--- src/usb64d_pkg.sv ---
// Shared types, constants and the character classifier for the Base64 variant decoder (~ = 62, - = 63, _ pads).
// No dependencies.
package usb64d_pkg;

	localparam int QDEPTH = 4;
	localparam int QAW = $clog2(QDEPTH);
	localparam int QCW = $clog2(QDEPTH + 1);

	localparam logic [7:0] CH_PAD = 8'h5F;
	localparam logic [7:0] CH_TILDE = 8'h7E;
	localparam logic [7:0] CH_DASH = 8'h2D;

	// One queue entry: up to three results produced by one item.
	typedef struct packed {
		logic [2:0][7:0] data;    // data[0] goes out first
		logic [1:0]      cnt;     // number of results, 1 to 3
		logic            present;
		logic            fin;     // last result of the entry ends the text
		logic            failed;
	} usb64d_entry_t;

	typedef struct packed {
		logic       bad;
		logic [5:0] val;
	} usb64d_sextet_t;

	function automatic usb64d_sextet_t sextet_of(input logic [7:0] c);
		usb64d_sextet_t s;
		logic [7:0] t;
		s = '{bad: 1'b0, val: 6'd0};
		t = 8'd0;
		if (c >= 8'h41 && c <= 8'h5A) begin
			t = c - 8'h41;
			s.val = t[5:0];
		end else if (c >= 8'h61 && c <= 8'h7A) begin
			t = c - 8'h61 + 8'd26;
			s.val = t[5:0];
		end else if (c >= 8'h30 && c <= 8'h39) begin
			t = c - 8'h30 + 8'd52;
			s.val = t[5:0];
		end else if (c == CH_TILDE) begin
			s.val = 6'd62;
		end else if (c == CH_DASH) begin
			s.val = 6'd63;
		end else begin
			s.bad = 1'b1;
		end
		return s;
	endfunction

endpackage

--- src/usb64d_front.sv ---
// Front end: accepts characters, classifies them and tracks group, pad and error state.
// Pushes one queue entry per item that yields results. Depends on usb64d_pkg.
module usb64d_front (
	input  logic                     clk,
	input  logic                     arst_n,
	input  logic [7:0]               code_char,
	input  logic                     end_of_text,
	input  logic                     char_valid,
	output logic                     char_stall,
	input  logic                     q_full,
	output logic                     push,
	output usb64d_pkg::usb64d_entry_t entry
);
	import usb64d_pkg::*;

	logic [17:0] acc_q;
	logic [1:0]  chars_q;
	logic        pad_q;
	logic        err_q;

	logic [17:0] n_acc;
	logic [1:0]  n_chars;
	logic        n_pad;
	logic        n_err;
	logic        grp_done;
	logic        has_entry;
	logic        accept;
	logic [23:0] word;
	usb64d_sextet_t sx;

	assign char_stall = q_full;
	assign accept = char_valid && !char_stall;
	assign push = accept && has_entry;

	always_comb begin
		logic is_pad;
		logic use_char;
		sx = sextet_of(code_char);
		is_pad = (code_char == CH_PAD);
		use_char = !err_q && !is_pad && !sx.bad && !pad_q;
		word = {acc_q, sx.val};
		grp_done = use_char && (chars_q == 2'd3);
		n_err = err_q || (!err_q && !is_pad && (sx.bad || pad_q));
		n_pad = pad_q || (!err_q && is_pad);
		if (grp_done) begin
			n_acc = 18'd0;
			n_chars = 2'd0;
		end else if (use_char) begin
			n_acc = {acc_q[11:0], sx.val};
			n_chars = chars_q + 2'd1;
		end else begin
			n_acc = acc_q;
			n_chars = chars_q;
		end

		entry = '{data: '0, cnt: 2'd1, present: 1'b0, fin: 1'b1, failed: 1'b0};
		has_entry = 1'b0;
		if (!end_of_text) begin
			has_entry = grp_done;
			entry.data = {word[7:0], word[15:8], word[23:16]};
			entry.cnt = 2'd3;
			entry.present = 1'b1;
			entry.fin = 1'b0;
		end else begin
			has_entry = 1'b1;
			if (n_err || n_chars == 2'd1) begin
				entry.failed = 1'b1;
			end else if (n_chars == 2'd2) begin
				entry.data = {8'd0, 8'd0, n_acc[11:4]};
				entry.present = 1'b1;
			end else if (n_chars == 2'd3) begin
				entry.data = {8'd0, n_acc[9:2], n_acc[17:10]};
				entry.cnt = 2'd2;
				entry.present = 1'b1;
			end else if (grp_done) begin
				entry.data = {word[7:0], word[15:8], word[23:16]};
				entry.cnt = 2'd3;
				entry.present = 1'b1;
			end
		end
	end

	always_ff @(posedge clk or negedge arst_n) begin
		if (!arst_n) begin
			acc_q <= 18'd0;
			chars_q <= 2'd0;
			pad_q <= 1'b0;
			err_q <= 1'b0;
		end else if (accept) begin
			if (end_of_text) begin
				acc_q <= 18'd0;
				chars_q <= 2'd0;
				pad_q <= 1'b0;
				err_q <= 1'b0;
			end else begin
				acc_q <= n_acc;
				chars_q <= n_chars;
				pad_q <= n_pad;
				err_q <= n_err;
			end
		end
	end

endmodule

--- src/usb64d_fifo.sv ---
// Short entry queue between the front end and the output sequencer.
// Depends on usb64d_pkg.
module usb64d_fifo (
	input  logic                     clk,
	input  logic                     arst_n,
	input  logic                     push,
	input  usb64d_pkg::usb64d_entry_t wdata,
	output logic                     full,
	input  logic                     pop,
	output logic                     avail,
	output usb64d_pkg::usb64d_entry_t rdata
);
	import usb64d_pkg::*;

	usb64d_entry_t mem_q [QDEPTH];
	logic [QAW-1:0] wp_q;
	logic [QAW-1:0] rp_q;
	logic [QCW-1:0] cnt_q;

	assign full = (cnt_q == QCW'(QDEPTH));
	assign avail = (cnt_q != '0);
	assign rdata = mem_q[rp_q];

	always_ff @(posedge clk) begin
		if (push) begin
			mem_q[wp_q] <= wdata;
		end
	end

	always_ff @(posedge clk or negedge arst_n) begin
		if (!arst_n) begin
			wp_q <= '0;
			rp_q <= '0;
			cnt_q <= '0;
		end else begin
			if (push) begin
				wp_q <= (wp_q == QAW'(QDEPTH - 1)) ? '0 : wp_q + 1'b1;
			end
			if (pop) begin
				rp_q <= (rp_q == QAW'(QDEPTH - 1)) ? '0 : rp_q + 1'b1;
			end
			if (push && !pop) begin
				cnt_q <= cnt_q + 1'b1;
			end else if (pop && !push) begin
				cnt_q <= cnt_q - 1'b1;
			end
		end
	end

	a_no_overflow: assert property (@(posedge clk) disable iff (!arst_n)
		!(push && full && !pop)) else $error("queue overflow");
	a_no_underflow: assert property (@(posedge clk) disable iff (!arst_n)
		pop |-> avail) else $error("queue underflow");
	a_cnt_range: assert property (@(posedge clk) disable iff (!arst_n)
		cnt_q <= QCW'(QDEPTH)) else $error("queue count out of range");

endmodule

--- src/usb64d_back.sv ---
// Output sequencer: unpacks queue entries into one result per cycle unless stalled,
// through an output register. Depends on usb64d_pkg.
module usb64d_back (
	input  logic                     clk,
	input  logic                     arst_n,
	input  logic                     q_avail,
	input  usb64d_pkg::usb64d_entry_t q_data,
	output logic                     pop,
	output logic [7:0]               data_byte,
	output logic                     byte_present,
	output logic                     final_result,
	output logic                     decode_failed,
	output logic                     result_valid,
	input  logic                     result_stall
);
	import usb64d_pkg::*;

	usb64d_entry_t cur_q;
	logic          cur_v_q;
	logic [1:0]    idx_q;
	logic          out_v_q;
	logic [7:0]    byte_q;
	logic          present_q;
	logic          fin_q;
	logic          failed_q;

	logic adv;
	logic last_idx;
	logic take_new;

	assign adv = cur_v_q && (!out_v_q || !result_stall);
	assign last_idx = (idx_q == cur_q.cnt - 2'd1);
	assign take_new = !cur_v_q || (adv && last_idx);
	assign pop = q_avail && take_new;

	always_ff @(posedge clk or negedge arst_n) begin
		if (!arst_n) begin
			cur_v_q <= 1'b0;
			idx_q <= 2'd0;
			out_v_q <= 1'b0;
		end else begin
			if (take_new) begin
				cur_v_q <= q_avail;
				idx_q <= 2'd0;
			end else if (adv) begin
				idx_q <= idx_q + 2'd1;
			end
			if (adv) begin
				out_v_q <= 1'b1;
			end else if (!result_stall) begin
				out_v_q <= 1'b0;
			end
		end
	end

	always_ff @(posedge clk) begin
		if (take_new) begin
			cur_q <= q_data;
		end
		if (adv) begin
			byte_q <= cur_q.present ? cur_q.data[idx_q] : 8'd0;
			present_q <= cur_q.present;
			fin_q <= cur_q.fin && last_idx;
			failed_q <= cur_q.failed;
		end
	end

	assign result_valid = out_v_q;
	assign data_byte = byte_q;
	assign byte_present = present_q;
	assign final_result = fin_q;
	assign decode_failed = failed_q;

	a_status_final: assert property (@(posedge clk) disable iff (!arst_n)
		result_valid && !byte_present |-> final_result)
		else $error("status-only result not final");
	a_fail_status: assert property (@(posedge clk) disable iff (!arst_n)
		result_valid && decode_failed |-> final_result && !byte_present)
		else $error("failure flagged on a byte result");
	a_cnt_nonzero: assert property (@(posedge clk) disable iff (!arst_n)
		cur_v_q |-> cur_q.cnt != 2'd0) else $error("empty entry in sequencer");

endmodule

--- src/url_safe_base64_decoder.sv ---
// Top level of the Base64 variant decoder (~ = 62, - = 63, _ pads): front end, entry queue and output sequencer.
// Depends on usb64d_pkg, usb64d_front, usb64d_fifo, usb64d_back.
//
//  channel   valid          stall          fields
//  char      char_valid     char_stall     code_char, end_of_text
//  result    result_valid   result_stall   data_byte, byte_present, final_result, decode_failed
//
// One character accepted per cycle while the 4-entry queue has room.
// The output sequencer sends one result per cycle unless result_stall holds it; a full group
// (4 chars, 3 bytes) drains as three results via the queue, entry and output registers.
// Reset (arst_n low) clears decode state, queue and output register.
// result_stall backs up the queue; char_stall rises when the queue is full.
module url_safe_base64_decoder (
	input  logic       clk,
	input  logic       arst_n,
	input  logic [7:0] code_char,
	input  logic       end_of_text,
	input  logic       char_valid,
	output logic       char_stall,
	output logic [7:0] data_byte,
	output logic       byte_present,
	output logic       final_result,
	output logic       decode_failed,
	output logic       result_valid,
	input  logic       result_stall
);
	import usb64d_pkg::*;

	usb64d_entry_t wr_entry;
	usb64d_entry_t rd_entry;
	logic          push;
	logic          pop;
	logic          q_full;
	logic          q_avail;

	usb64d_front u_front (
		.clk         (clk),
		.arst_n      (arst_n),
		.code_char   (code_char),
		.end_of_text (end_of_text),
		.char_valid  (char_valid),
		.char_stall  (char_stall),
		.q_full      (q_full),
		.push        (push),
		.entry       (wr_entry)
	);

	usb64d_fifo u_fifo (
		.clk    (clk),
		.arst_n (arst_n),
		.push   (push),
		.wdata  (wr_entry),
		.full   (q_full),
		.pop    (pop),
		.avail  (q_avail),
		.rdata  (rd_entry)
	);

	usb64d_back u_back (
		.clk           (clk),
		.arst_n        (arst_n),
		.q_avail       (q_avail),
		.q_data        (rd_entry),
		.pop           (pop),
		.data_byte     (data_byte),
		.byte_present  (byte_present),
		.final_result  (final_result),
		.decode_failed (decode_failed),
		.result_valid  (result_valid),
		.result_stall  (result_stall)
	);

endmodule

--- config.mk ---
export PLATFORM = sky130hd
export DESIGN_NAME = url_safe_base64_decoder
export DESIGN_NICKNAME = d
export VERILOG_FILES = /design/src/usb64d_pkg.sv /design/src/usb64d_front.sv /design/src/usb64d_fifo.sv /design/src/usb64d_back.sv /design/src/url_safe_base64_decoder.sv
export SDC_FILE = /design/constraint.sdc
export NUM_CORES = 1
export LEC_CHECK = 0
export BUFFER_PORTS_ARGS = -buffer_cell sky130_fd_sc_hd__buf_2
export CAP_MARGIN = 20
export CORE_MARGIN = 2
export CORE_UTILIZATION = 62
export DETAILED_ROUTE_END_ITERATION = 7
export HOLD_SLACK_MARGIN = 0.1
export PLACE_DENSITY = 0.79
export SLEW_MARGIN = 15
export SYNTH_ARGS = -nofsm -noshare
export SYNTH_HDL_FRONTEND = slang
export SYNTH_SLANG_ARGS = --single-unit
--- constraint.sdc ---
create_clock -name clk -period 3.55 [get_ports clk]
set_clock_uncertainty 0.05 [all_clocks]
set_input_delay 0.1775 -clock clk [delete_from_list [all_inputs] [get_ports clk]]
set_output_delay 0.1775 -clock clk [all_outputs]
set_load 0.05 [all_outputs]
==> summary.md <==
| Metric | Value |
|---|---|
| Final setup violating endpoints | `0` |
| Cell Count, Final, Fillers Out | `802` |
| Pre-CTS setup slack | `0.245 ns` |
| Pins over their slew limit | `0` |
| Die footprint | `14800 um^2` |
| Commonest non-fill, non-tap cell in the layout | `edfxtp_1` |
| Antenna Violating Nets Remaining | `0` |
| Flop and latch count out of synthesis | `189` |
| Power per cell area | `756 nW/um^2` |
| Tightest Hold Check Type | `input pin to register` |
| Area Overhead vs Synth | `11.6%` |
| CTS tree | `done` |
| Largest net degree at the start of global routing | `34` |
| Clk buf depth | `2` |
| Worst Setup Path Type | `register to register` |
| Root Buffer | `clkbuf_16` |
| Netlist cell types | `73` |
| Vias per cell | `6.53` |
| Die Width | `122 um` |
| Worst Path Max Fanout | `11` |
| First-pass GRT wire length | `29.4 mm` |
| Worst EP arrival | `3.27 ns` |
| Final setup margin | `0.357 ns` |
| Post-Place Cells | `767` |
| Drt drc | `0` |
| Initial DRC count | `672` |
| Core ar. | `13300 um^2` |
| Setup crit start kind | `register` |
| Mapped Avg Cell Area | `15.0 um^2` |
| Hold WS | `0.141 ns` |
| CTS H-Tree Depth | `4` |
| Num ports | `26` |
| Fraction of layout cells with a size suffix above 1 | `20.8%` |
| Post-route clock period utilization | `90.0%` |
| PortBufs | `25` |
| Vias | `5235` |
| GPL Wtd Cong | `0.898` |
| DP Area | `8990 um^2` |
| Average wire per standard cell | `23.2 um` |
| Starting density of the core | `64.1%` |
| Post-layout util | `71.6%` |
| Post-Synthesis Cell Area | `8560 um^2` |
| Cell count after synthesis | `572` |
| Status | `finished clean` |
| Worst slew margin | `47.2%` |
| Main flop type after synthesis | `edfxtp_1` |
| Most frequent cells in the layout | `edfxtp_1 (156), nand2_1 (47), dfrtp_1 (32)` |
| Clk Latency, worst-skew pair | `0.43 ns` |
| Yosys top cell by area | `edfxtp_1` |
| Tmin final | `3.19 ns` |
| Vias in the first global route | `5147` |
| Mapped Nets | `603` |
| Clock sink total | `189` |
| Total gr overflow | `0` |
| Post-Route WL | `18.6 mm` |
| Inserted Diodes | `0` |
| Sum Neg Setup Slack | `0 ns` |
| Drt first pass iters | `6` |
| Yosys synthesis warning count | `0` |
| Fmax | `313 MHz` |
| Fill count | `849` |
| Gr usage total | `27.2%` |
| Final Hold Vio Count | `0` |
| Final nets | `644` |
| CTS resizes | `0` |
| Sequential fraction of the synthesis area | `64.4%` |
| Worst vdd ir | `0.000393 V` |
| Max-Cap Viols | `0` |
| Row cnt | `42` |
| Setup crit end kind | `register` |
| Initial antenna violation count | `0` |
| Clock-pin slew on the worst setup and hold paths | `0.06 ns` |
| Leak Pwr | `3.34 nW` |
| Post-synth EDFFs | `156` |
| Die height | `122 um` |
| Clock buffers created by TritonCTS | `17` |
| Crit path required time | `3.63 ns` |
| DP Wirelength | `11.6 mm` |
| Largest cells by area after synthesis | `edfxtp_1 (55%), dfrtp_1 (9.6%), mux4_2 (7.6%), ha_1 (2.5%), nand2_1 (2.1%)` |
| RSZ-0062 raised after global routing | `no` |
| Slew at the pin closest to its max-slew limit | `0.792 ns` |
| Async S/R FF share, synth | `17.5%` |
| Total Power | `7.22 mW` |
| Final design instance area without fill | `9550 um^2` |
| Yosys top cell area share | `54.7%` |
## timing repair
| action | CTS | global route |
|---|---|---|
| buffers inserted | 0 | 0 |
| endpoints found under the hold margin | 34 | 0 |
| setup endpoints to repair | 0 | 0 |
| hold buffers | 2 | 0 |
## where the power goes
part | switching, mW | internal, mW | leakage, nW
Combinational | 1.27 | 0.910 | 1.22
Sequential | 0.335 | 3.00 | 1.87
Clock | 0.804 | 0.898 | 0.253
Total | 2.41 | 4.81 | 3.34
## worst max-delay path, cell delays in order, from the launching register on
cell      delay, ns
dfrtp_1        0.63
ha_1           0.63
nor3_1         0.11
nor3_1         0.18
a21boi_4       0.22
o21ai_2        0.16
or2_0          0.27
o32ai_1        0.64
## routing by layer
metal | vias up | GRT usage (%) | routed length (um)
met5 | - | 0 | 0
met4 | 0 | 9.84 | 464
met3 | 47 | 5.17 | 1250
met2 | 270 | 45.2 | 9520
met1 | 2600 | 36.4 | 7410
li1 | 2318 | - | -
## cell usage after synthesis (all sizes together), types with 6 or more instances
cell	n
a21oi	14
a221oi	6
a22o	6
a22oi	18
and2	17
buf	10
clkbuf	16
dfrtp	33
edfxtp	156
ha	17
inv	20
mux2i	14
mux4	29
nand2	47
nand2b	7
nand3	6
nor2	18
nor2b	7
o21ai	38
o22ai	7
## state kept, by name, summed over array words and instances (netlist names), 2 cells and up
signal and flops:
u_front.chars_q 2, u_fifo.rp_q 2, u_fifo.mem_q 116, u_back.idx_q 2, u_fifo.wp_q 2, u_fifo.cnt_q 3
u_back.data_byte 8, u_back.cur_q 29, u_front.acc_q 18
## cells by family after synthesis
family	after synthesis	share of synthesized area [%]
multiplexers	48	9.92
flip-flops	189	64.4
AND/OR/NAND/NOR	129	8.15
adder cells (fa/ha/maj)	18	2.72
buffers and inverters	46	2.28
XOR/XNOR	9	0.921
AO/OA/AOI/OAI	133	11.6
## final cells by class
type                       count  area (um^2)  area share [%]
clock buffer                  19          433            4.53
clock inverter                13         92.6           0.969
inverter                      20         75.1           0.786
multi-input combinational    337         2860            29.9
sequential                   189         5510            57.7
tap                          176          220            2.30
timing repair buffer          48          365            3.82
## final timing paths
path                                                start                        endpoint  slack (ns)  cells past startpoint
hold / removal                                end_of_text   u_front.acc_q[15]$_DFFE_PN0P_        0.14                      2
max in group asynchronous                          arst_n      u_fifo.rp_q[0]$_DFFE_PN0P_        2.58                      2
setup / recovery           u_front.chars_q[1]$_DFFE_PN0P_    u_fifo.mem_q[2][6]$_DFFE_PP_        0.36                      7
hold reg to reg                 u_back.cur_q[0]$_DFFE_PP_  u_back.decode_failed$_DFFE_PP_        0.41                      0
min in group asynchronous                          arst_n     u_back.idx_q[0]$_DFFE_PN0P_        0.30                      2
setup reg to reg           u_front.chars_q[1]$_DFFE_PN0P_    u_fifo.mem_q[2][6]$_DFFE_PP_        0.36                      7
No activity file was read; power rests on OpenSTA's default activity.
